### src/sv/steering_pd_motor_controller_assert.svh
// assertion macros for the steering pd motor controller
// used by the top level only, expects clk and rst_n in scope
`ifndef STEERING_PD_MOTOR_CONTROLLER_ASSERT_SVH
`define STEERING_PD_MOTOR_CONTROLLER_ASSERT_SVH

// same-cycle implication
`define SPDMC_ASSERT_IMPL(label, ante, cons, msg) \
  label: assert property (@(posedge clk) disable iff (!rst_n) (ante) |-> (cons)) \
    else $error(msg);

// next-cycle implication
`define SPDMC_ASSERT_NEXT(label, ante, cons, msg) \
  label: assert property (@(posedge clk) disable iff (!rst_n) (ante) |=> (cons)) \
    else $error(msg);

`endif

### src/sv/spdmc_pkg.sv
// shared types and constants for the steering pd motor controller
// no dependencies; imported by every module of the block
package spdmc_pkg;

  localparam int SPEED_W = 10;

  // register indexes of the configuration port
  localparam logic [1:0] CFG_SPEED_FLOOR = 2'd0;
  localparam logic [1:0] CFG_SPEED_CEIL  = 2'd1;
  localparam logic [1:0] CFG_BASE_SPEED  = 2'd2;
  localparam logic [1:0] CFG_FIXED_PWM   = 2'd3;

  localparam logic [SPEED_W-1:0] RST_SPEED_FLOOR = 10'd10;
  localparam logic [SPEED_W-1:0] RST_SPEED_CEIL  = 10'd300;
  localparam logic [SPEED_W-1:0] RST_BASE_SPEED  = 10'd250;
  localparam logic [SPEED_W-1:0] RST_FIXED_PWM   = 10'd380;
  localparam logic [7:0]         RST_GAIN        = 8'd10;

  // frame bytes
  localparam logic [7:0] GAIN_P_BYTE = 8'h07;
  localparam logic [7:0] GAIN_D_BYTE = 8'h08;
  localparam logic [3:0] FRAME_LAST  = 4'd8;

  // pending gain codes
  localparam logic [1:0] GP_NONE = 2'd0;
  localparam logic [1:0] GP_P    = 2'd1;
  localparam logic [1:0] GP_D    = 2'd2;

  // direction modes
  localparam logic [7:0] MODE_STOP       = 8'd0;
  localparam logic [7:0] MODE_SPIN_LEFT  = 8'd1;
  localparam logic [7:0] MODE_SPIN_RIGHT = 8'd2;
  localparam logic [7:0] MODE_FORWARD    = 8'd3;
  localparam logic [7:0] MODE_REVERSE    = 8'd4;
  localparam logic [7:0] MODE_GRIP_OPEN  = 8'd5;
  localparam logic [7:0] MODE_GRIP_CLOSE = 8'd6;

  localparam logic [1:0] PINS_SPIN_LEFT  = 2'b10;
  localparam logic [1:0] PINS_SPIN_RIGHT = 2'b01;
  localparam logic [1:0] PINS_FORWARD    = 2'b11;
  localparam logic [1:0] PINS_REVERSE    = 2'b00;

  localparam logic [7:0] GRIP_OPEN   = 8'd9;
  localparam logic [7:0] GRIP_CLOSED = 8'd12;

  typedef enum logic [2:0] {
    OP_NONE,
    OP_PGAIN,
    OP_DGAIN,
    OP_MODE,
    OP_SENS_HI,
    OP_SENS_LO,
    OP_TICK
  } op_kind_t;

  typedef struct packed {
    op_kind_t   kind;
    logic [1:0] idx;
    logic [7:0] data;
    logic       done;
  } q_item_t;

  typedef struct packed {
    logic [SPEED_W-1:0] speed_floor;
    logic [SPEED_W-1:0] speed_ceil;
    logic [SPEED_W-1:0] base_speed;
    logic [SPEED_W-1:0] fixed_pwm;
  } cfg_t;

  typedef struct packed {
    logic idle;
    logic res_we;
  } back_stat_t;

endpackage

### src/sv/steering_pd_motor_controller.sv
// top level of the steering pd motor controller: config registers, parser,
// queue and execution unit; depends on spdmc_pkg and the assertion header
//
//   channel | direction | handshake          | payload
//   in      | input     | in_valid/in_stall  | command, data_byte
//   out     | output    | out_valid/out_stall| left/right drive, pins, gripper, frame done
//   cfg     | input     | cfg_we             | cfg_index, cfg_wdata
//
// the execution unit handles a serial byte in its idle state; a tick steps through the error terms,
// p product, d product and speed update, sharing the one multiplier
// the parser takes a transfer every cycle while the queue has room
// reset is synchronous; after reset the block takes transfers at once
// a stalled result holds the execution unit, which then fills the queue and stalls the input
`include "steering_pd_motor_controller_assert.svh"

module steering_pd_motor_controller #(
  parameter int SENSOR_WIDTH = 16,
  parameter int QUEUE_DEPTH  = 2
) (
  input  logic       clk,
  input  logic       rst_n,
  input  logic       in_valid,
  output logic       in_stall,
  input  logic       in_command,
  input  logic [7:0] in_data_byte,
  output logic       out_valid,
  input  logic       out_stall,
  output logic [9:0] out_left_drive,
  output logic [9:0] out_right_drive,
  output logic [1:0] out_direction_pins,
  output logic [7:0] out_gripper_position,
  output logic       out_frame_complete,
  input  logic       cfg_we,
  input  logic [1:0] cfg_index,
  input  logic [9:0] cfg_wdata
);
  import spdmc_pkg::*;

  localparam int CNT_W = $clog2(QUEUE_DEPTH + 1);

  cfg_t       cfg_r;
  logic       push, q_full, q_pop, q_valid;
  q_item_t    push_item, q_item;
  logic [CNT_W-1:0] q_count;
  back_stat_t stat;

  always_ff @(posedge clk) begin
    if (!rst_n) begin
      cfg_r.speed_floor <= RST_SPEED_FLOOR;
      cfg_r.speed_ceil  <= RST_SPEED_CEIL;
      cfg_r.base_speed  <= RST_BASE_SPEED;
      cfg_r.fixed_pwm   <= RST_FIXED_PWM;
    end else if (cfg_we) begin
      unique case (cfg_index)
        CFG_SPEED_FLOOR: cfg_r.speed_floor <= cfg_wdata;
        CFG_SPEED_CEIL:  cfg_r.speed_ceil  <= cfg_wdata;
        CFG_BASE_SPEED:  cfg_r.base_speed  <= cfg_wdata;
        CFG_FIXED_PWM:   cfg_r.fixed_pwm   <= cfg_wdata;
        default: ;
      endcase
    end
  end

  assign in_stall = q_full;

  spdmc_front u_front (
    .clk          (clk),
    .rst_n        (rst_n),
    .in_valid     (in_valid),
    .in_command   (in_command),
    .in_data_byte (in_data_byte),
    .q_full       (q_full),
    .push         (push),
    .push_item    (push_item)
  );

  spdmc_queue #(
    .DEPTH (QUEUE_DEPTH)
  ) u_queue (
    .clk       (clk),
    .rst_n     (rst_n),
    .push      (push),
    .push_item (push_item),
    .full      (q_full),
    .pop       (q_pop),
    .q_valid   (q_valid),
    .q_item    (q_item),
    .count     (q_count)
  );

  spdmc_back #(
    .SENSOR_WIDTH (SENSOR_WIDTH)
  ) u_back (
    .clk                  (clk),
    .rst_n                (rst_n),
    .cfg                  (cfg_r),
    .q_valid              (q_valid),
    .q_item               (q_item),
    .q_pop                (q_pop),
    .out_valid            (out_valid),
    .out_stall            (out_stall),
    .out_left_drive       (out_left_drive),
    .out_right_drive      (out_right_drive),
    .out_direction_pins   (out_direction_pins),
    .out_gripper_position (out_gripper_position),
    .out_frame_complete   (out_frame_complete),
    .stat                 (stat)
  );

  // queue bookkeeping and result slot checks
  `SPDMC_ASSERT_IMPL(a_queue_bound, 1'b1, q_count <= CNT_W'(QUEUE_DEPTH), "queue count overflow")
  `SPDMC_ASSERT_IMPL(a_pop_nonempty, q_pop, q_count != '0, "pop from empty queue")
  `SPDMC_ASSERT_IMPL(a_write_free, stat.res_we, !out_valid || !out_stall, "result overwrites a stalled transfer")
  `SPDMC_ASSERT_NEXT(a_no_phantom, stat.idle && q_count == '0, !$rose(out_valid), "result with no work")

endmodule

### src/sv/spdmc_front.sv
// front end: frame parser that turns each accepted item into a queued operation
// depends on spdmc_pkg
module spdmc_front (
  input  logic              clk,
  input  logic              rst_n,
  input  logic              in_valid,
  input  logic              in_command,
  input  logic [7:0]        in_data_byte,
  input  logic              q_full,
  output logic              push,
  output spdmc_pkg::q_item_t push_item
);
  import spdmc_pkg::*;

  logic [3:0] frame_pos_r, frame_pos_nxt;
  logic [1:0] gain_pend_r, gain_pend_nxt;
  logic [3:0] pos;
  logic [3:0] pos_m1;

  assign push = in_valid && !q_full;

  always_comb begin
    pos       = (frame_pos_r > FRAME_LAST) ? 4'd0 : frame_pos_r;
    pos_m1    = pos - 4'd1;
    push_item = '{kind: OP_NONE, idx: pos_m1[2:1], data: in_data_byte, done: 1'b0};
    frame_pos_nxt = frame_pos_r;
    gain_pend_nxt = gain_pend_r;
    if (in_command) begin
      push_item.kind = OP_TICK;
    end else if (gain_pend_r == GP_P || gain_pend_r == GP_D) begin
      push_item.kind = (gain_pend_r == GP_P) ? OP_PGAIN : OP_DGAIN;
      gain_pend_nxt  = GP_NONE;
      frame_pos_nxt  = pos;
    end else if (pos == 4'd0 && (in_data_byte == GAIN_P_BYTE || in_data_byte == GAIN_D_BYTE)) begin
      gain_pend_nxt = (in_data_byte == GAIN_P_BYTE) ? GP_P : GP_D;
      frame_pos_nxt = 4'd0;
    end else if (pos == 4'd0) begin
      push_item.kind = OP_MODE;
      gain_pend_nxt  = GP_NONE;
      frame_pos_nxt  = 4'd1;
    end else begin
      // odd positions carry the high byte of a reading
      push_item.kind = pos[0] ? OP_SENS_HI : OP_SENS_LO;
      gain_pend_nxt  = GP_NONE;
      if (pos == FRAME_LAST) begin
        push_item.done = 1'b1;
        frame_pos_nxt  = 4'd0;
      end else begin
        frame_pos_nxt = pos + 4'd1;
      end
    end
  end

  always_ff @(posedge clk) begin
    if (!rst_n) begin
      frame_pos_r <= 4'd0;
      gain_pend_r <= GP_NONE;
    end else if (push) begin
      frame_pos_r <= frame_pos_nxt;
      gain_pend_r <= gain_pend_nxt;
    end
  end

endmodule

### src/sv/spdmc_queue.sv
// short register queue between the parser and the execution unit
// depends on spdmc_pkg
module spdmc_queue #(
  parameter int DEPTH = 2
) (
  input  logic               clk,
  input  logic               rst_n,
  input  logic               push,
  input  spdmc_pkg::q_item_t push_item,
  output logic               full,
  input  logic               pop,
  output logic               q_valid,
  output spdmc_pkg::q_item_t q_item,
  output logic [$clog2(DEPTH+1)-1:0] count
);
  import spdmc_pkg::*;

  localparam int PTR_W = $clog2(DEPTH);
  localparam int CNT_W = $clog2(DEPTH + 1);
  localparam logic [PTR_W-1:0] PTR_LAST = PTR_W'(DEPTH - 1);
  localparam logic [CNT_W-1:0] CNT_FULL = CNT_W'(DEPTH);

  q_item_t           mem_r [DEPTH];
  logic [PTR_W-1:0]  wr_ptr_r, wr_ptr_nxt;
  logic [PTR_W-1:0]  rd_ptr_r, rd_ptr_nxt;
  logic [CNT_W-1:0]  count_r, count_nxt;

  assign full    = (count_r == CNT_FULL);
  assign q_valid = (count_r != '0);
  assign q_item  = mem_r[rd_ptr_r];
  assign count   = count_r;

  always_comb begin
    wr_ptr_nxt = wr_ptr_r;
    rd_ptr_nxt = rd_ptr_r;
    count_nxt  = count_r;
    if (push) begin
      wr_ptr_nxt = (wr_ptr_r == PTR_LAST) ? '0 : wr_ptr_r + 1'b1;
    end
    if (pop) begin
      rd_ptr_nxt = (rd_ptr_r == PTR_LAST) ? '0 : rd_ptr_r + 1'b1;
    end
    if (push && !pop) begin
      count_nxt = count_r + 1'b1;
    end else if (pop && !push) begin
      count_nxt = count_r - 1'b1;
    end
  end

  always_ff @(posedge clk) begin
    if (!rst_n) begin
      wr_ptr_r <= '0;
      rd_ptr_r <= '0;
      count_r  <= '0;
    end else begin
      wr_ptr_r <= wr_ptr_nxt;
      rd_ptr_r <= rd_ptr_nxt;
      count_r  <= count_nxt;
    end
  end

  always_ff @(posedge clk) begin
    if (push) begin
      mem_r[wr_ptr_r] <= push_item;
    end
  end

endmodule

### src/sv/spdmc_back.sv
// back end: executes queued operations, pd tick on one shared multiplier
// depends on spdmc_pkg
module spdmc_back #(
  parameter int SENSOR_WIDTH = 16
) (
  input  logic                clk,
  input  logic                rst_n,
  input  spdmc_pkg::cfg_t     cfg,
  input  logic                q_valid,
  input  spdmc_pkg::q_item_t  q_item,
  output logic                q_pop,
  output logic                out_valid,
  input  logic                out_stall,
  output logic [9:0]          out_left_drive,
  output logic [9:0]          out_right_drive,
  output logic [1:0]          out_direction_pins,
  output logic [7:0]          out_gripper_position,
  output logic                out_frame_complete,
  output spdmc_pkg::back_stat_t stat
);
  import spdmc_pkg::*;

  localparam int EW = SENSOR_WIDTH + 2; // error and derivative
  localparam int PW = EW + 9;           // gain times error
  localparam int OW = PW + 2;           // twice the control term
  localparam int VW = OW + 2;           // twice a wheel speed after the move

  typedef enum logic [3:0] {
    ST_IDLE = 4'b0001,
    ST_MULP = 4'b0010,
    ST_MULD = 4'b0100,
    ST_UPD  = 4'b1000
  } st_t;

  st_t st_r, st_nxt;

  logic [7:0]              prop_r, prop_nxt;
  logic [7:0]              deriv_r, deriv_nxt;
  logic [7:0]              mode_r, mode_nxt;
  logic [SENSOR_WIDTH-1:0] sens_r [4];
  logic [SENSOR_WIDTH-1:0] sens_nxt [4];
  logic [SPEED_W-1:0]      left_r, left_nxt, right_r, right_nxt;
  logic [SPEED_W-1:0]      drv_l_r, drv_l_nxt, drv_r_r, drv_r_nxt;
  logic [1:0]              pins_r, pins_nxt;
  logic [7:0]              grip_r, grip_nxt;
  logic                    out_valid_r;

  logic signed [EW-1:0] e2_r, e2_nxt, dd_r, dd_nxt, e2_w, dd_w;
  logic signed [PW-1:0] prod_p_r, prod_p_nxt, prod_d_r, prod_d_nxt, prod_w;
  logic signed [8:0]    mul_a;
  logic signed [EW-1:0] mul_b;
  logic signed [OW-1:0] o2_w;
  logic signed [VW-1:0] lv_w, rv_w;
  logic [EW-1:0]        fl_x, fr_x, bl_x, br_x;
  logic                 e2_pos;
  logic [15:0]          hi16, lo16;
  logic                 out_free, res_we, res_done;
  logic [SPEED_W-1:0]   lnew, rnew;

  logic [SPEED_W-1:0]   o_left_r, o_right_r;
  logic [1:0]           o_pins_r;
  logic [7:0]           o_grip_r;
  logic                 o_done_r;

  // half of v rounded down, then clamped; any negative v lands on the lower clamp
  function automatic logic [SPEED_W-1:0] clamp_half(input logic signed [VW-1:0] v,
                                                    input logic [SPEED_W-1:0] lo,
                                                    input logic [SPEED_W-1:0] hi);
    logic [VW-2:0] h;
    h = v[VW-1:1];
    if (v[VW-1]) begin
      return lo;
    end else if (h < (VW-1)'(lo)) begin
      return lo;
    end else if (h > (VW-1)'(hi)) begin
      return hi;
    end else begin
      return h[SPEED_W-1:0];
    end
  endfunction

  assign out_free = !out_valid_r || !out_stall;

  // error terms straight from the sensor registers
  assign fl_x   = EW'(sens_r[0]);
  assign fr_x   = EW'(sens_r[1]);
  assign bl_x   = EW'(sens_r[2]);
  assign br_x   = EW'(sens_r[3]);
  assign e2_w   = $signed((fl_x + bl_x) - (fr_x + br_x));
  assign e2_pos = !e2_w[EW-1] && (e2_w != '0);
  assign dd_w   = e2_pos ? $signed(fr_x - br_x) : $signed(fl_x - bl_x);

  // shared multiplier: p term first, d term next cycle
  assign mul_a  = (st_r == ST_MULP) ? $signed({1'b0, prop_r}) : $signed({1'b0, deriv_r});
  assign mul_b  = (st_r == ST_MULP) ? e2_r : dd_r;
  assign prod_w = mul_a * mul_b;

  assign o2_w = OW'(prod_p_r) + (OW'(prod_d_r) <<< 1);
  assign lv_w = VW'($signed({1'b0, left_r, 1'b0})) - VW'(o2_w);
  assign rv_w = VW'($signed({1'b0, right_r, 1'b0})) + VW'(o2_w);
  assign lnew = (o2_w != '0) ? clamp_half(lv_w, cfg.speed_floor, cfg.speed_ceil) : left_r;
  assign rnew = (o2_w != '0) ? clamp_half(rv_w, cfg.speed_floor, cfg.speed_ceil) : right_r;

  assign hi16 = {q_item.data, 8'h00};
  assign lo16 = {8'h00, q_item.data};

  always_comb begin
    st_nxt     = st_r;
    prop_nxt   = prop_r;
    deriv_nxt  = deriv_r;
    mode_nxt   = mode_r;
    sens_nxt   = sens_r;
    left_nxt   = left_r;
    right_nxt  = right_r;
    drv_l_nxt  = drv_l_r;
    drv_r_nxt  = drv_r_r;
    pins_nxt   = pins_r;
    grip_nxt   = grip_r;
    e2_nxt     = e2_r;
    dd_nxt     = dd_r;
    prod_p_nxt = prod_p_r;
    prod_d_nxt = prod_d_r;
    q_pop      = 1'b0;
    res_we     = 1'b0;
    res_done   = 1'b0;

    unique case (st_r)
      ST_IDLE: begin
        if (q_valid) begin
          if (q_item.kind == OP_TICK) begin
            q_pop  = 1'b1;
            e2_nxt = e2_w;
            dd_nxt = dd_w;
            st_nxt = ST_MULP;
          end else if (out_free) begin
            q_pop    = 1'b1;
            res_we   = 1'b1;
            res_done = q_item.done;
            case (q_item.kind)
              OP_PGAIN: begin
                prop_nxt  = q_item.data;
                left_nxt  = cfg.base_speed;
                right_nxt = cfg.base_speed;
              end
              OP_DGAIN: begin
                deriv_nxt = q_item.data;
                left_nxt  = cfg.base_speed;
                right_nxt = cfg.base_speed;
              end
              OP_MODE:    mode_nxt = q_item.data;
              OP_SENS_HI: sens_nxt[q_item.idx] = hi16[SENSOR_WIDTH-1:0];
              OP_SENS_LO: sens_nxt[q_item.idx] = sens_r[q_item.idx] | lo16[SENSOR_WIDTH-1:0];
              default: ;
            endcase
          end
        end
      end
      ST_MULP: begin
        prod_p_nxt = prod_w;
        st_nxt     = ST_MULD;
      end
      ST_MULD: begin
        prod_d_nxt = prod_w;
        st_nxt     = ST_UPD;
      end
      ST_UPD: begin
        if (out_free) begin
          res_we    = 1'b1;
          st_nxt    = ST_IDLE;
          left_nxt  = lnew;
          right_nxt = rnew;
          case (mode_r) inside
            MODE_STOP: begin
              drv_l_nxt = '0;
              drv_r_nxt = '0;
              left_nxt  = cfg.base_speed;
              right_nxt = cfg.base_speed;
            end
            MODE_SPIN_LEFT, MODE_SPIN_RIGHT: begin
              pins_nxt  = (mode_r == MODE_SPIN_LEFT) ? PINS_SPIN_LEFT : PINS_SPIN_RIGHT;
              drv_l_nxt = cfg.fixed_pwm;
              drv_r_nxt = cfg.fixed_pwm;
              left_nxt  = cfg.base_speed;
              right_nxt = cfg.base_speed;
            end
            MODE_FORWARD, MODE_REVERSE: begin
              pins_nxt  = (mode_r == MODE_FORWARD) ? PINS_FORWARD : PINS_REVERSE;
              drv_l_nxt = lnew;
              drv_r_nxt = rnew;
            end
            MODE_GRIP_OPEN:  grip_nxt = GRIP_OPEN;
            MODE_GRIP_CLOSE: grip_nxt = GRIP_CLOSED;
            default: ;
          endcase
        end
      end
      default: st_nxt = ST_IDLE;
    endcase
  end

  always_ff @(posedge clk) begin
    if (!rst_n) begin
      st_r        <= ST_IDLE;
      prop_r      <= RST_GAIN;
      deriv_r     <= RST_GAIN;
      mode_r      <= MODE_STOP;
      for (int i = 0; i < 4; i++) begin
        sens_r[i] <= '0;
      end
      left_r      <= RST_BASE_SPEED;
      right_r     <= RST_BASE_SPEED;
      drv_l_r     <= '0;
      drv_r_r     <= '0;
      pins_r      <= PINS_REVERSE;
      grip_r      <= '0;
      out_valid_r <= 1'b0;
    end else begin
      st_r        <= st_nxt;
      prop_r      <= prop_nxt;
      deriv_r     <= deriv_nxt;
      mode_r      <= mode_nxt;
      sens_r      <= sens_nxt;
      left_r      <= left_nxt;
      right_r     <= right_nxt;
      drv_l_r     <= drv_l_nxt;
      drv_r_r     <= drv_r_nxt;
      pins_r      <= pins_nxt;
      grip_r      <= grip_nxt;
      out_valid_r <= res_we || (out_valid_r && out_stall);
    end
  end

  always_ff @(posedge clk) begin
    e2_r     <= e2_nxt;
    dd_r     <= dd_nxt;
    prod_p_r <= prod_p_nxt;
    prod_d_r <= prod_d_nxt;
    if (res_we) begin
      o_left_r  <= drv_l_nxt;
      o_right_r <= drv_r_nxt;
      o_pins_r  <= pins_nxt;
      o_grip_r  <= grip_nxt;
      o_done_r  <= res_done;
    end
  end

  assign out_valid            = out_valid_r;
  assign out_left_drive       = o_left_r;
  assign out_right_drive      = o_right_r;
  assign out_direction_pins   = o_pins_r;
  assign out_gripper_position = o_grip_r;
  assign out_frame_complete   = o_done_r;
  assign stat                 = '{idle: (st_r == ST_IDLE), res_we: res_we};

endmodule
### config.mk
export PLATFORM = sky130hd
export DESIGN_NAME = steering_pd_motor_controller
export DESIGN_NICKNAME = d
export VERILOG_FILES = /design/src/sv/spdmc_pkg.sv /design/src/sv/steering_pd_motor_controller.sv /design/src/sv/spdmc_front.sv /design/src/sv/spdmc_queue.sv /design/src/sv/spdmc_back.sv
export VERILOG_INCLUDE_DIRS = /design/src /design/src/sv
export SDC_FILE = /design/constraint.sdc
export NUM_CORES = 1
export LEC_CHECK = 0
export ABC_AREA = 0
export BUFFER_PORTS_ARGS = -buffer_cell sky130_fd_sc_hd__buf_4
export CAP_MARGIN = 20
export CORE_UTILIZATION = 50
export CTS_BUF_LIST = sky130_fd_sc_hd__clkbuf_4
export DETAILED_ROUTE_END_ITERATION = 8
export PLACE_DENSITY_LB_ADDON = 0.08
export SLEW_MARGIN = 10
export SYNTH_ARGS = -nofsm -noshare
export SYNTH_HDL_FRONTEND = slang
export SYNTH_HIERARCHICAL = 1
export SYNTH_SLANG_ARGS = --single-unit
### constraint.sdc
create_clock -name clk -period 8.9 [get_ports clk]
set_input_delay 0 -clock clk [delete_from_list [all_inputs] [get_ports clk]]
set_output_delay 0 -clock clk [all_outputs]
set_load 0.05 [all_outputs]
Yosys cells after proc, flatten, opt, wreduce, memory -nomap -nowiden
Memories as Yosys holds them, arrays and structs flattened. A register that Yosys moved wholly into a read port is not among the register bits.
Index checks and enable logic that the tools add are counted.
{"block": "op_classes", "add_sub_neg": 14, "multipliers": 1, "magnitude_cmp": 7, "n_bitwise": 7, "n_mux": 93, "reduce_logical": 42, "n_eq_ne": 31}
{"operator": "$mux W10", "n": 28}
{"operator": "$bwmux W64", "n": 2}
{"operator": "$pmux W64 S2", "n": 1}
{"operator": "$mux W8", "n": 8}
{"operator": "$gt A30 B10 Y1", "n": 2}
{"operator": "$lt A30 B10 Y1", "n": 2}
{"operator": "$mux W16", "n": 3}
{"operator": "$pmux W10 S2", "n": 2}
{"operator": "$mux W18", "n": 2}
{"operator": "$add A16 B16 Y17", "n": 2}
{"operator": "$sub A16 B16 Y17", "n": 2}
{"operator": "$bmux W16 S2", "n": 1}
{"operator": "$demux W16 S2", "n": 1}
{"operator": "$eq A8 B3 Y1 const B", "n": 4}
{"operator": "$mux W4", "n": 8}
{"operator": "$add A12 B29 Y30", "n": 1}
{"operator": "$sub A12 B29 Y30", "n": 1}
{"operator": "$add A27 B28 Y29", "n": 1}
{"operator": "$reduce_bool A29 Y1", "n": 1}
{"operator": "$mul A9 B18 Y27", "n": 1}
{"operator": "$mux W2", "n": 13}
{"operator": "$reduce_and A5 Y1", "n": 4}
{"operator": "$mux W1", "n": 18}
{"operator": "$reduce_bool A18 Y1", "n": 1}
{"operator": "41 further kinds", "n": 86}
{"block": "totals", "memories": 1, "reg_bits": 314, "wordCells": 229, "mem_bits_rw": 28, "inputBits": 26, "out_inout_bits": 33}
{"memory": "u_queue.mem_r", "words": 2, "word_bits": 14, "read_ports": 1, "rd_clocked_by_memory_dff": 1, "wr": 1, "line_no": "spdmc_queue.sv:23", "text": "q_item_t mem_r [DEPTH];"}

Longest topological paths before layout
Gate-level depths: netlist (run 1).
{"block": "logic_depth", "ltp_word": 12, "mapped_depth": 31, "depth_no_buf": 29}

Hierarchy
The synthesis (run 1) kept the hierarchy.
{"mod": "spdmc_back", "cells_per_inst": 2687, "n_inst": 1, "seq_area_each_um2": 6466.2, "area_per_inst_um2": 23931.7}
{"mod": "steering_pd_motor_controller", "cells_per_inst": 153, "n_inst": 1, "seq_area_each_um2": 800.8, "area_per_inst_um2": 1579.0}
{"mod": "spdmc_queue", "cells_per_inst": 65, "n_inst": 1, "seq_area_each_um2": 940.9, "area_per_inst_um2": 1227.4}
{"mod": "spdmc_front", "cells_per_inst": 75, "n_inst": 1, "seq_area_each_um2": 120.1, "area_per_inst_um2": 588.1}

Least setup slack after synthesis (run 1)
Ideal clock, no wire load.
{"block": "synth_timing", "kind": "register to register", "from": "register u_back.st_r[1]", "to": "register u_back.prod_d_r[25] (data pin)", "arrival_time_ns": 7.474, "setup_ns": 0.261, "synth_period_minus_slack_ns": 7.735, "stages_incl_launch_ff": 28, "n_path_buf": 3, "path_slack_ns": 1.165, "cell_sequence": "dfxtp_1 -> nor4b_1 -> clkbuf_1 -> clkbuf_1 -> clkbuf_1 -> mux2i_1 -> nor2_1 -> fa_1 -> ha_1 -> inv_1 -> fa_1 -> fa_1 -> inv_1 -> ha_1 -> inv_1 -> o21ai_0 -> a21oi_1 -> o21ai_0 -> a21oi_1 -> o21ai_0 -> a21oi_1 -> o21ai_0 -> a41oi_1 -> a2111oi_0 -> o21a_1 -> o21a_1 -> o41a_1 -> xor2_1"}
{"block": "synth_between", "elab_chain_len": 3, "elab_cells_between_ends": 4, "cone_classes": "mul (1); eq/ne (1); mux (2)"}
{"item": "start, declared", "line_no": "spdmc_back.sv:35", "text": "st_t st_r, st_nxt;"}
{"item": "start signal, assigned", "line_no": "spdmc_back.sv:218", "text": "st_r <= st_nxt;"}
{"item": "$eq A4 B2 Y1 (*)", "line_no": "spdmc_back.sv:94, spdmc_back.sv:95"}
{"item": "$mux W8 / $mux W18 (equally long branches)", "line_no": "spdmc_back.sv:94, spdmc_back.sv:95"}
{"item": "$mul A9 B18 Y27 (*)", "line_no": "spdmc_back.sv:96", "text": "assign prod_w = mul_a * mul_b;"}
{"item": "net u_back.prod_w[25]", "line_no": "spdmc_back.sv:49", "text": "logic signed [PW-1:0] prod_p_r, prod_p_nxt, prod_d_r, prod_d_nxt, prod_w;"}
{"item": "end signal, assigned", "line_no": "spdmc_back.sv:237", "text": "prod_d_r <= prod_d_nxt;"}
{"item": "end, declared", "line_no": "spdmc_back.sv:49"}
Mark *: on every way through the listed nets, which the timed path passes. The rest lies on a longest branch.
A chain may end at the register's enable or synchronous reset.

Final worst setup path (run 1)
Same ends and word-level chain as after synthesis.

==> results of run 1 <==
## worst max-delay path, delay by kind of cell, from the launching register on
kind | cells | cell delay [ps]
XOR/XNOR | 1 | 160
multiplexers | 1 | 430
AND/OR/NAND/NOR | 2 | 490
flip-flops | 1 | 470
AO/OA/AOI/OAI | 14 | 2870
adder cells (fa/ha/maj) | 5 | 2190
buffers and inverters | 4 | 540
## where the power goes
group / leakage, uW / switching, uW / internal [uW]
logic: 0.00896 / 1870 / 1160
clock network: 0.000709 / 672 / 714
registers: 0.00294 / 116 / 2010
total: 0.0126 / 2660 / 3890
## through the flow
stage | total power [uW] | utilization, % | instance area (um^2) | std cells
after floorplan | 4420 | - | 27300 | 2978
after global placement | 5130 | 52.5 | 28300 | 3632
after detailed placement | 5180 | 52.5 | 28300 | 3632
after CTS | 6620 | 55.7 | 30000 | 3854
after global routing | 7090 | 55.7 | 30000 | 3855
final | 6550 | 55.7 | 30000 | 3855
## registers in the layout, summed over array words and instances, names as in the netlist, 10 cells and up, named ones only
signal	cells
u_back/left_r	10
u_back/right_r	10
u_back/fl_x	16
u_queue/mem_r	28
u_back/prod_d_r	27
u_back/fr_x	16
u_back/dd_r	17
u_back/e2_r	18
u_back/out_right_drive	10
u_back/out_left_drive	10
u_back/bl_x	16
cfg_r	40
u_back/br_x	16
u_back/prod_p_r	27
u_back/drv_l_r	10
u_back/drv_r_r	10
## per-layer routing
metal	up-vias	wire length [um]	part of all wire, %
met5	-	8	0.011
met4	2	2240	3.1
met1	10500	31800	44
met3	134	3570	5.0
met2	562	34300	48
li1	10600	-	-
## how the worst max path moves through the flow
stage                                to  slack, ps  depth (start not counted)
global route        u_back/prod_d_r[26]        620                         26
global placement    u_back/prod_d_r[25]       1540                         27
detailed placement  u_back/prod_p_r[25]       1440                         27
floorplan           u_back/prod_d_r[25]       1160                         27
CTS                 u_back/prod_d_r[26]       1340                         26
finish              u_back/prod_d_r[25]       1410                         27
## cell type report
type	count	area share (%)
well taps	696	2.90
clock inverters	39	0.700
flip-flops and latches	342	27.7
inverters	310	3.88
clock buffers	130	3.25
repair buffers	132	3.78
diodes	1	0.00833
multi-input cells	2205	57.7
## timing repair
item	in CTS	in global routing
hold buffers	53	0
gates resized for setup	0	0
endpoints found under the hold margin	145	0
==> implementation parameters, run 1 <==
Parameter                              Value

Setup path
  Minimum setup slack among reg-to-reg paths ... about 1400 ps
  Reg-to-Reg Start ... u_back/st_r[1]
  Number of cells on the worst reg-to-reg path ... 27
  Largest stage delay on the critical path ... about 580 ps
  Critical path start-end classification ... reg2reg
  Slowest cell on crit path ... fa_1
  WP data arrival ... roughly 8000 ps
  End of the worst register-to-register path ... u_back/prod_d_r[25]
  Worst-path fanout max ... 72
  Kind of capture point of the worst setup path ... register
  Data required time at the worst endpoint ... roughly 9400 ps
  Element type at the critical path start ... register
  Critical Path Source ... u_back/st_r[1]

STA
  Final Setup Violations ... 0
  Worst-case hold slack ... ~64 ps
  Final worst setup slack ... 1410 ps
  Slew at the pin with the worst max-slew slack ... about 1100 ps
  Final critical delay including setup and external delays ... roughly 7500 ps
  Slew Limit Fails ... 0
  Final period utilization ... 84.2%
  Total Neg Setup Slack ... 0 ps
  Worst max-slew margin expressed relative to the limit ... 28.0%
  Upper clock frequency limit ... around 130 MHz
  Final Hold Fails ... 0
  Unrepaired setup endpoints after global routing ... no
  Final worst clock skew ... between 100 and 150 ps

Global route
  Global routing's busiest layer ... met2
  Global-route track usage on met2 ... approximately 44%
  Wire length of the first global-routing pass ... approximately 120000 um
  Met3 routing resource usage after global routing ... under 10%
  Number of antenna violations at the first check in global routing ... 2
  Maximum number of pins on one net before global-route repair ... between 90 and 100
  Leftover overflow at the end of global routing ... 0
  Total global-route track usage ... 26.1%
  Met1 capacity usage during global routing ... around a third
  Number of global-route vias before repair ... between 20k and 25k

Route
  Vias after detailed routing ... approximately 22k
  WL/cell ... around 19 um
  Drt via density ... 5.66
  Count of nets left with antenna violations after detail routing ... 0
  Total iterations of the first detailed-routing run ... 6
  Residual DRC count ... 0
  Number of DRC markers after the initial detailed-route iteration ... 1454
  Routed WL ... a little over 70000 um

Logic synthesis
  Net count after synthesis ... about 3.4k
  Post-synthesis instance total ... between 2k and 3k
  Total number of yosys warnings ... 6
  Mean post-synth cell area ... 9.17 um^2
  Post-Synthesis Cell Area ... approximately 27000 um^2

Cells and area
  Register area ... ~8300 um^2
  Net total in the final layout ... around 3.5k
  Synth-to-Final Area Change ... 9.95%
  Fill cell total of the finished layout ... between 4k and 5k
  Multi-input logic area ... approximately 17000 um^2
  Commonest non-fill, non-tap cell in the layout ... inv_1
  Share of layout cells above drive strength 1 ... about 11%
  Most frequent cells in the layout ... 309 x inv_1, 307 x nor2_1, 282 x nand2_1, 202 x ha_1, 194 x dfxtp_1

Die
  Starting utilization of the core area ... 50.7%
  Core footprint ... 53900 um^2
  Die area ... about 56000 um^2
  Vert. Die Dim ... 236 um
  IO Pins ... 59
  Placement row count ... 85
  Die Wd ... roughly 240 um

Flow run
  Max-cap viol count ... 0

CTS
  Clock latency on the worst-skew pair ... 840 ps
  CTS tree ... done
  Number of buffers inserted to repair setup after CTS ... 0
  Max clock buf depth ... 3
  H-tree levels ... 3
  Clock root cell ... clkbuf_4
  Clock transition time at the flip-flop clock pins of the worst setup and hold paths ... 70 ps
  Clock tree sinks ... 342
  Total CTS buffers ... between 90 and 100

Placed design
  Routability-driven placement congestion ratio ... between 0.9 and 1
  Total half-perimeter wirelength after legalization and detailed placement ... between 50000 and 60000 um
  Buffers on Ports ... 58
  Setup WS pre-CTS ... ~1400 ps

Min path
  Worst Hold Class ... in2reg
  End point of the worst hold path ... cfg_r[31]
  Critical hold path startpoint ... cfg_wdata[1]
  Cells on Worst Hold Path ... 4

Status
  Run status ... complete, no violations

Power and ir drop
  Leakage power ... 0.0126 uW
  Power Dens Cells ... about 220 nW/um^2
  Peak VDD IR ... approximately 0.17 mV
Note: power is estimated with default switching activity, not from simulation.
==> run 2, diff against run 1 <==
ABC_AREA = 1   (was 0)
clock period = 7.34 ns   (was 8.9 ns; I/O delays follow)
==> run 2 against run 1 <==
The run now ends with design-rule violations left. Highest routed layer is now met4. Largest power group unchanged. Worst setup slack lost 710 ps. Sequential cell count is the same. Critical path depth grew 5. Clock skew shrank 28 ps.
==> implementation parameters, run 2 <==
Parameter                              Value

Die
  Vert. Die Dim ... 238 um
  Starting utilization of the core area ... around half
  Die area ... approximately 57000 um^2
  Placement row count ... 86
  IO Pins ... 59
  Core footprint ... between 50000 and 60000 um^2
  Die Wd ... roughly 240 um

Cells and area
  Flip-flop count of the largest register, all copies and words added ... 40
  Largest reg by FF count ... cfg_r
  Most frequent cells in the layout ... 856 x nand2_1, 644 x inv_1, 360 x nor2_1, 279 x a21oi_1, 248 x nand3_1
  Commonest non-fill, non-tap cell in the layout ... nand2_1
  Share of layout cells above drive strength 1 ... around a tenth
  Largest regs ... cfg_r x40, u_queue/mem_r x28
  Synth-to-Final Area Change ... 11.2%
  Net total in the final layout ... 4304

STA
  Final Setup Violations ... 0
  Final period utilization ... between 90 and 100%
  Total Neg Setup Slack ... 0 ps
  Slew at the pin with the worst max-slew slack ... just under 1000 ps
  Upper clock frequency limit ... 150 MHz
  Slew Limit Fails ... 0
  Final critical delay including setup and external delays ... between 6000 and 7000 ps
  Final Hold Fails ... 0
  Final worst setup slack ... approximately 690 ps
  Worst max-slew margin expressed relative to the limit ... approximately a third
  Final worst clock skew ... between 70 and 80 ps
  Worst-case hold slack ... between 150 and 200 ps
  Unrepaired setup endpoints after global routing ... no

Route
  WL/cell ... 15.5 um
  Count of nets left with antenna violations after detail routing ... 0
  Vias after detailed routing ... ~24k
  Residual DRC count ... 2
  Total iterations of the first detailed-routing run ... 8
  Number of DRC markers after the initial detailed-route iteration ... 1462
  Drt via density ... just over 5
  Routed WL ... 73800 um

CTS
  Number of buffers inserted to repair setup after CTS ... 0
  Max clock buf depth ... 3
  Clock latency on the worst-skew pair ... around 840 ps
  Clock root cell ... clkbuf_4
  Post-cts hold buffer count ... between 60 and 70
  CTS tree ... done
  H-tree levels ... 3
  Clock tree sinks ... 342
  Clock transition time at the flip-flop clock pins of the worst setup and hold paths ... around 60 ps
  Resize count post-CTS ... 0
  Total CTS buffers ... 92

Placed design
  Buffers on Ports ... slightly below 60
  Routability-driven placement congestion ratio ... 0.924
  Setup WS pre-CTS ... between 600 and 700 ps
  Total half-perimeter wirelength after legalization and detailed placement ... 56700 um

Setup path
  WP data arrival ... 7170 ps
  Data required time at the worst endpoint ... 7860 ps
  Slowest cell on crit path ... o21ai_0
  Critical path start-end classification ... reg2reg
  Worst-path fanout max ... 32
  Kind of capture point of the worst setup path ... register
  Element type at the critical path start ... register
  Largest stage delay on the critical path ... 540 ps

Power and ir drop
  Power Dens Cells ... ~400 nW/um^2
  Peak VDD IR ... 0.296 mV
  Leakage power ... around 0.015 uW

Global route
  Number of antenna violations at the first check in global routing ... 2
  Total global-route track usage ... roughly a quarter
  Maximum number of pins on one net before global-route repair ... roughly 80
  Wire length of the first global-routing pass ... ~120000 um
  Leftover overflow at the end of global routing ... 0
  Number of global-route vias before repair ... around 23k

Min path
  Worst Hold Class ... in2reg

Status
  Run status ... complete, but fails checks
  Violated checks ... design-rule violations

Logic synthesis
  Post-Synthesis Cell Area ... around 28000 um^2
  Post-synthesis instance total ... 3772
  Mean post-synth cell area ... 7.38 um^2
  Net count after synthesis ... between 4k and 5k
  Total number of yosys warnings ... 6

Flow run
  Max-cap viol count ... 0
[run 2: changes by cell type in the layout (fill, tap and decap cells not counted), sizes merged, moves of 50 or more]
| cell | previous run | this run |
|---|---|---|
| a21oi | 181 | 298 |
| inv | 314 | 660 |
| mux2i | 115 | 1 |
| nand2 | 282 | 880 |
| nand3 | 48 | 253 |
| nor2 | 308 | 381 |
| nor2b | 50 | 0 |
| o21ai | 114 | 190 |
| xnor2 | 74 | 20 |
[run 2: power breakdown]
part	switching, uW	total (uW)	internal (uW)
registers	166	3070	2900
clock network	822	1770	945
logic	4780	7440	2660
[run 2: routing by layer]
layer / vias to the layer above / global-route usage, % / routed length [um]
met5: - / 0 / 0
met3: 132 / 3.33 / 3440
met4: 0 / 9.87 / 2320
met1: 11100 / 34.6 / 33300
met2: 535 / 44.5 / 34800
li1: 12500 / - / -
[run 2: layout make-up]
type	count	area, um^2
antenna	2	5.00
clock buffer	154	1160
clock inverter	16	83.8
fill	5434	24100
inverter	666	2500
multi-input combinational	2670	16600
sequential	342	8330
tap	748	936
timing repair buffer	153	1320
[run 2: worst paths after layout]
kind               startpoint                   to  slack [ps]  cells after the start
max reg2reg    u_back/st_r[3]  u_back/prod_d_r[26]         690                     32
min              cfg_wdata[4]            cfg_r[34]         170                      6
max            u_back/st_r[3]  u_back/prod_d_r[26]         690                     32
min reg2reg  u_back/grip_r[6]     u_back/grip_r[6]         440                      2
[run 2: through the flow]
| step | total power (uW) | instance area, um^2 | instances | util, % |
|---|---|---|---|---|
| after global routing | 13600 | 31000 | 4750 | 56.2 |
| after floorplan | 8770 | 27900 | 3772 | - |
| after detailed placement | 10500 | 29000 | 4509 | 52.7 |
| final | 12300 | 31000 | 4751 | 56.2 |
| after CTS | 12400 | 30900 | 4748 | 56.2 |
| after global placement | 10500 | 29000 | 4509 | 52.7 |
[run 2: critical path: cells and delay by family (launching register included)]
family	cells	cell delay (ps)
flip-flops	1	330
AO/OA/AOI/OAI	6	1330
adder cells (fa/ha/maj)	5	2290
buffers and inverters	6	910
XOR/XNOR	1	140
AND/OR/NAND/NOR	14	1340
==> run 3, diff against run 2 <==
SYNTH_HIERARCHICAL = unset   (was 1)
==> run 3 against run 2 <==
Critical path depth shrank 4. Register-to-register slack lost 110 ps. The flow now finishes without violations. Cell count shrank 3.3%. Largest cell class unchanged. Non-clock buffer count shrank 4. Sequential power shrank 2%. Critical path type unchanged. Worst setup slack lost 110 ps. Maximum frequency shrank 1.7%. Die area shrank 1.4%. Sequential share of layout area grew 0.43 points.
==> implementation parameters, run 3 <==
Parameter                              Value

Status
  Run status ... complete, no violations

Logic synthesis
  List of most frequent post-synthesis cells ... 860 x nand2_1, 560 x inv_1, 314 x a21oi_1
  Post-synthesis instance total ... around 3.7k
  Top-area cell type share of the netlist area ... between 10% and 20%
  Proportion of synthesized chip area in sequential cells ... a little over 30%
  Async set-reset flop share out of synthesis ... 0%
  Net count after synthesis ... roughly 4.0k
  Number of storage elements in the synthesis netlist ... 342
  Post-Synthesis Cell Area ... around 27000 um^2
  Total number of yosys warnings ... 0
  Most instantiated library cell after synthesis ... nand2_1
  Biggest area contributors in the synthesized netlist ... edfxtp_1 16%, dfxtp_1 14%, nand2_1 12%, ha_1 10%, fa_1 8.9%
  Mean post-synth cell area ... approximately 7.5 um^2
  Count of different cell masters after synthesis ... 59
  Most area-hungry cell type in the Yosys netlist ... edfxtp_1
  Post-synth EDFFs ... between 100 and 150
  Prevailing post-synth register cell ... dfxtp_1

CTS
  H-tree levels ... 3
  CTS tree ... done
  Clock root cell ... clkbuf_4
  Total CTS buffers ... 89
  Clock tree sinks ... 342
  Max clock buf depth ... 3
  Clock transition time at the flip-flop clock pins of the worst setup and hold paths ... 60 ps
  Clock latency on the worst-skew pair ... between 800 and 900 ps

Power and ir drop
  Internal power ... around 6300 uW
  Clock group share of total power ... between 10% and 20%
  Peak VDD IR ... approximately 0.35 mV
  Logic pwr share ... approximately three fifths
  Power consumption ... around 12000 uW
  Leakage power ... ~0.014 uW
  Switching power summed over all nets ... about 5800 uW
  Power Dens Cells ... 396 nW/um^2
  Seq pwr share ... between 20% and 30%
  Net switching share of the total power ... between 40 and 50%

Setup path
  End of the worst register-to-register path ... u_back.prod_d_r[25]
  Most prevalent standard cell on the critical path ... nand2_1
  Data required time at the worst endpoint ... 7860 ps
  Critical path start-end classification ... reg2reg
  Kind of capture point of the worst setup path ... register
  Element type at the critical path start ... register
  Minimum setup slack among reg-to-reg paths ... ~580 ps
  Instance count on the critical path ... 28
  Worst-path fanout max ... 10
  Slowest cell on crit path ... o21ai_0
  Largest stage delay on the critical path ... just under 600 ps
  Family of cells with the greatest summed delay on the critical path ... adder cells
  WP data arrival ... roughly 7300 ps
  Total buffers and inverters traversed by the critical path ... 3
  Number of cells on the worst reg-to-reg path ... 28
  Reg-to-Reg Start ... u_back.st_r[2]

Flow run
  Max-cap viol count ... 0

Route
  Drt via density ... between 5 and 6
  Number of DRC markers after the initial detailed-route iteration ... 1463
  Total iterations of the first detailed-routing run ... 6
  Count of nets left with antenna violations after detail routing ... 0
  Residual DRC count ... 0
  Vias after detailed routing ... between 20k and 25k
  WL/cell ... ~16 um
  Routed WL ... 75700 um

STA
  Slew Limit Fails ... 0
  Unrepaired setup endpoints after global routing ... no
  Slew at the pin with the worst max-slew slack ... about 1100 ps
  Final period utilization ... about 92%
  Final worst clock skew ... 78.4 ps
  Final Hold Fails ... 0
  Final Setup Violations ... 0
  Final critical delay including setup and external delays ... roughly 6800 ps
  Upper clock frequency limit ... between 100 and 150 MHz
  Worst max-slew margin expressed relative to the limit ... roughly 25%
  Final worst setup slack ... around 580 ps
  Total Neg Setup Slack ... 0 ps

Min path
  End point of the worst hold path ... u_queue.mem_r[0][13]
  Worst Hold Class ... in2reg
  Critical hold path startpoint ... in_command
  Cells on Worst Hold Path ... 3

Global route
  Maximum number of pins on one net before global-route repair ... around 90
  Leftover overflow at the end of global routing ... 0
  Total global-route track usage ... 27.3%
  Number of global-route vias before repair ... 24.1k
  Wire length of the first global-routing pass ... ~120000 um
  Number of antenna violations at the first check in global routing ... 3

Die
  Die area ... between 50000 and 60000 um^2
  Die Wd ... 236 um
  Starting utilization of the core area ... 50.8%
  IO Pins ... 59
  Placement row count ... 85
  Vert. Die Dim ... between 200 and 250 um
  Core footprint ... around 54000 um^2

Cells and area
  Commonest non-fill, non-tap cell in the layout ... nand2_1
  Synth-to-Final Area Change ... 11.0%
  Largest regs ... cfg_r x40, u_queue.mem_r x28
  Most frequent cells in the layout ... 860 x nand2_1, 557 x inv_1, 314 x a21oi_1, 288 x nor2_1, 220 x ha_1
  Share of layout cells above drive strength 1 ... around a tenth
  Share of the core filled with cells ... 56.4%
  Net total in the final layout ... roughly 4.2k
  Largest reg by FF count ... cfg_r
  Flip-flop count of the largest register, all copies and words added ... 40

Placed design
  Setup WS pre-CTS ... between 600 and 700 ps
  Routability-driven placement congestion ratio ... 0.907
  Buffers on Ports ... 58
  Total half-perimeter wirelength after legalization and detailed placement ... ~60000 um
[run 3: metrics by stage]
stage                     hold WS, ps  std cells  cell area (um^2)
after floorplan                  98.9       3665             27500
after global placement            196       4371             28700
after detailed placement          198       4373             28700
after CTS                        2.36       4592             30500
after global routing             86.3       4594             30500
final                            75.5       4594             30500
[run 3: worst max-delay path by stage]
| stage | to | start | slack [ps] |
|---|---|---|---|
| 6_report | u_back.prod_d_r[25] | u_back.st_r[2] | 580 |
| 5_1_grt | u_back.prod_d_r[26] | u_back.st_r[2] | 6 |
| 4_1_cts | u_back.prod_d_r[25] | u_back.st_r[2] | 590 |
| 3_5_place_dp | u_back.prod_d_r[26] | u_back.st_r[2] | 620 |
| 3_3_place_gp | u_back.prod_d_r[25] | u_back.st_r[2] | 750 |
| 2_1_floorplan | u_back.prod_d_r[25] | u_back.st_r[2] | 410 |
[run 3: kinds of logic (layout without fill, tap and decap cells)]
group	Yosys count	after routing	share of synthesized area, %
xor+xnor	122	122	3.89
flops	342	342	30.3
compound gates	630	630	12.8
fa+ha+maj	342	342	18.9
mux	3	3	0.109
other cells	0	1	0
buf+inv	674	906	9.44
simple gates	1552	1552	24.5
[run 3: worst min-delay path: stages]
cell,delay (ps)
dlygate4sd3_1,540
buf_4,120
o21bai_1,140
[run 3: what timing repair did]
item / 4_1_cts / 5_1_grt
gates resized for setup: 0 / 10
setup buffers: 0 / 0
endpoints found under the hold margin: 142 / 0
endpoints found under the setup margin: 0 / 2
hold buffers: 59 / 0
[run 3: power by group through the flow]
| stage | Combinational [uW] | Sequential (uW) | Clock, uW |
|---|---|---|---|
| after floorplan | 5270 | 3260 | 0 |
| after global placement | 7180 | 3060 | 0 |
| after detailed placement | 7320 | 3060 | 0 |
| after CTS | 7400 | 3020 | 1750 |
| after global routing | 8420 | 3050 | 1850 |
| final | 7350 | 3020 | 1700 |
[run 3: layout make-up]
class                      count  area [um^2]
fill                        5206        23600
multi-input combinational   2649        16600
sequential                   342         8330
inverter                     596         2250
timing repair buffer         149         1270
clock buffer                 139         1040
tap                          696          871
clock inverter                21          134
timing repair inverter         1         7.51
antenna                        1         2.50
[run 3: metal layers]
layer	global-route usage, %	vias up	routed length (um)
li1	-	12300	-
met1	35.7	11300	34100
met2	46.3	655	35800
met3	3.27	145	3490
met4	10.1	0	2360
met5	0	-	0
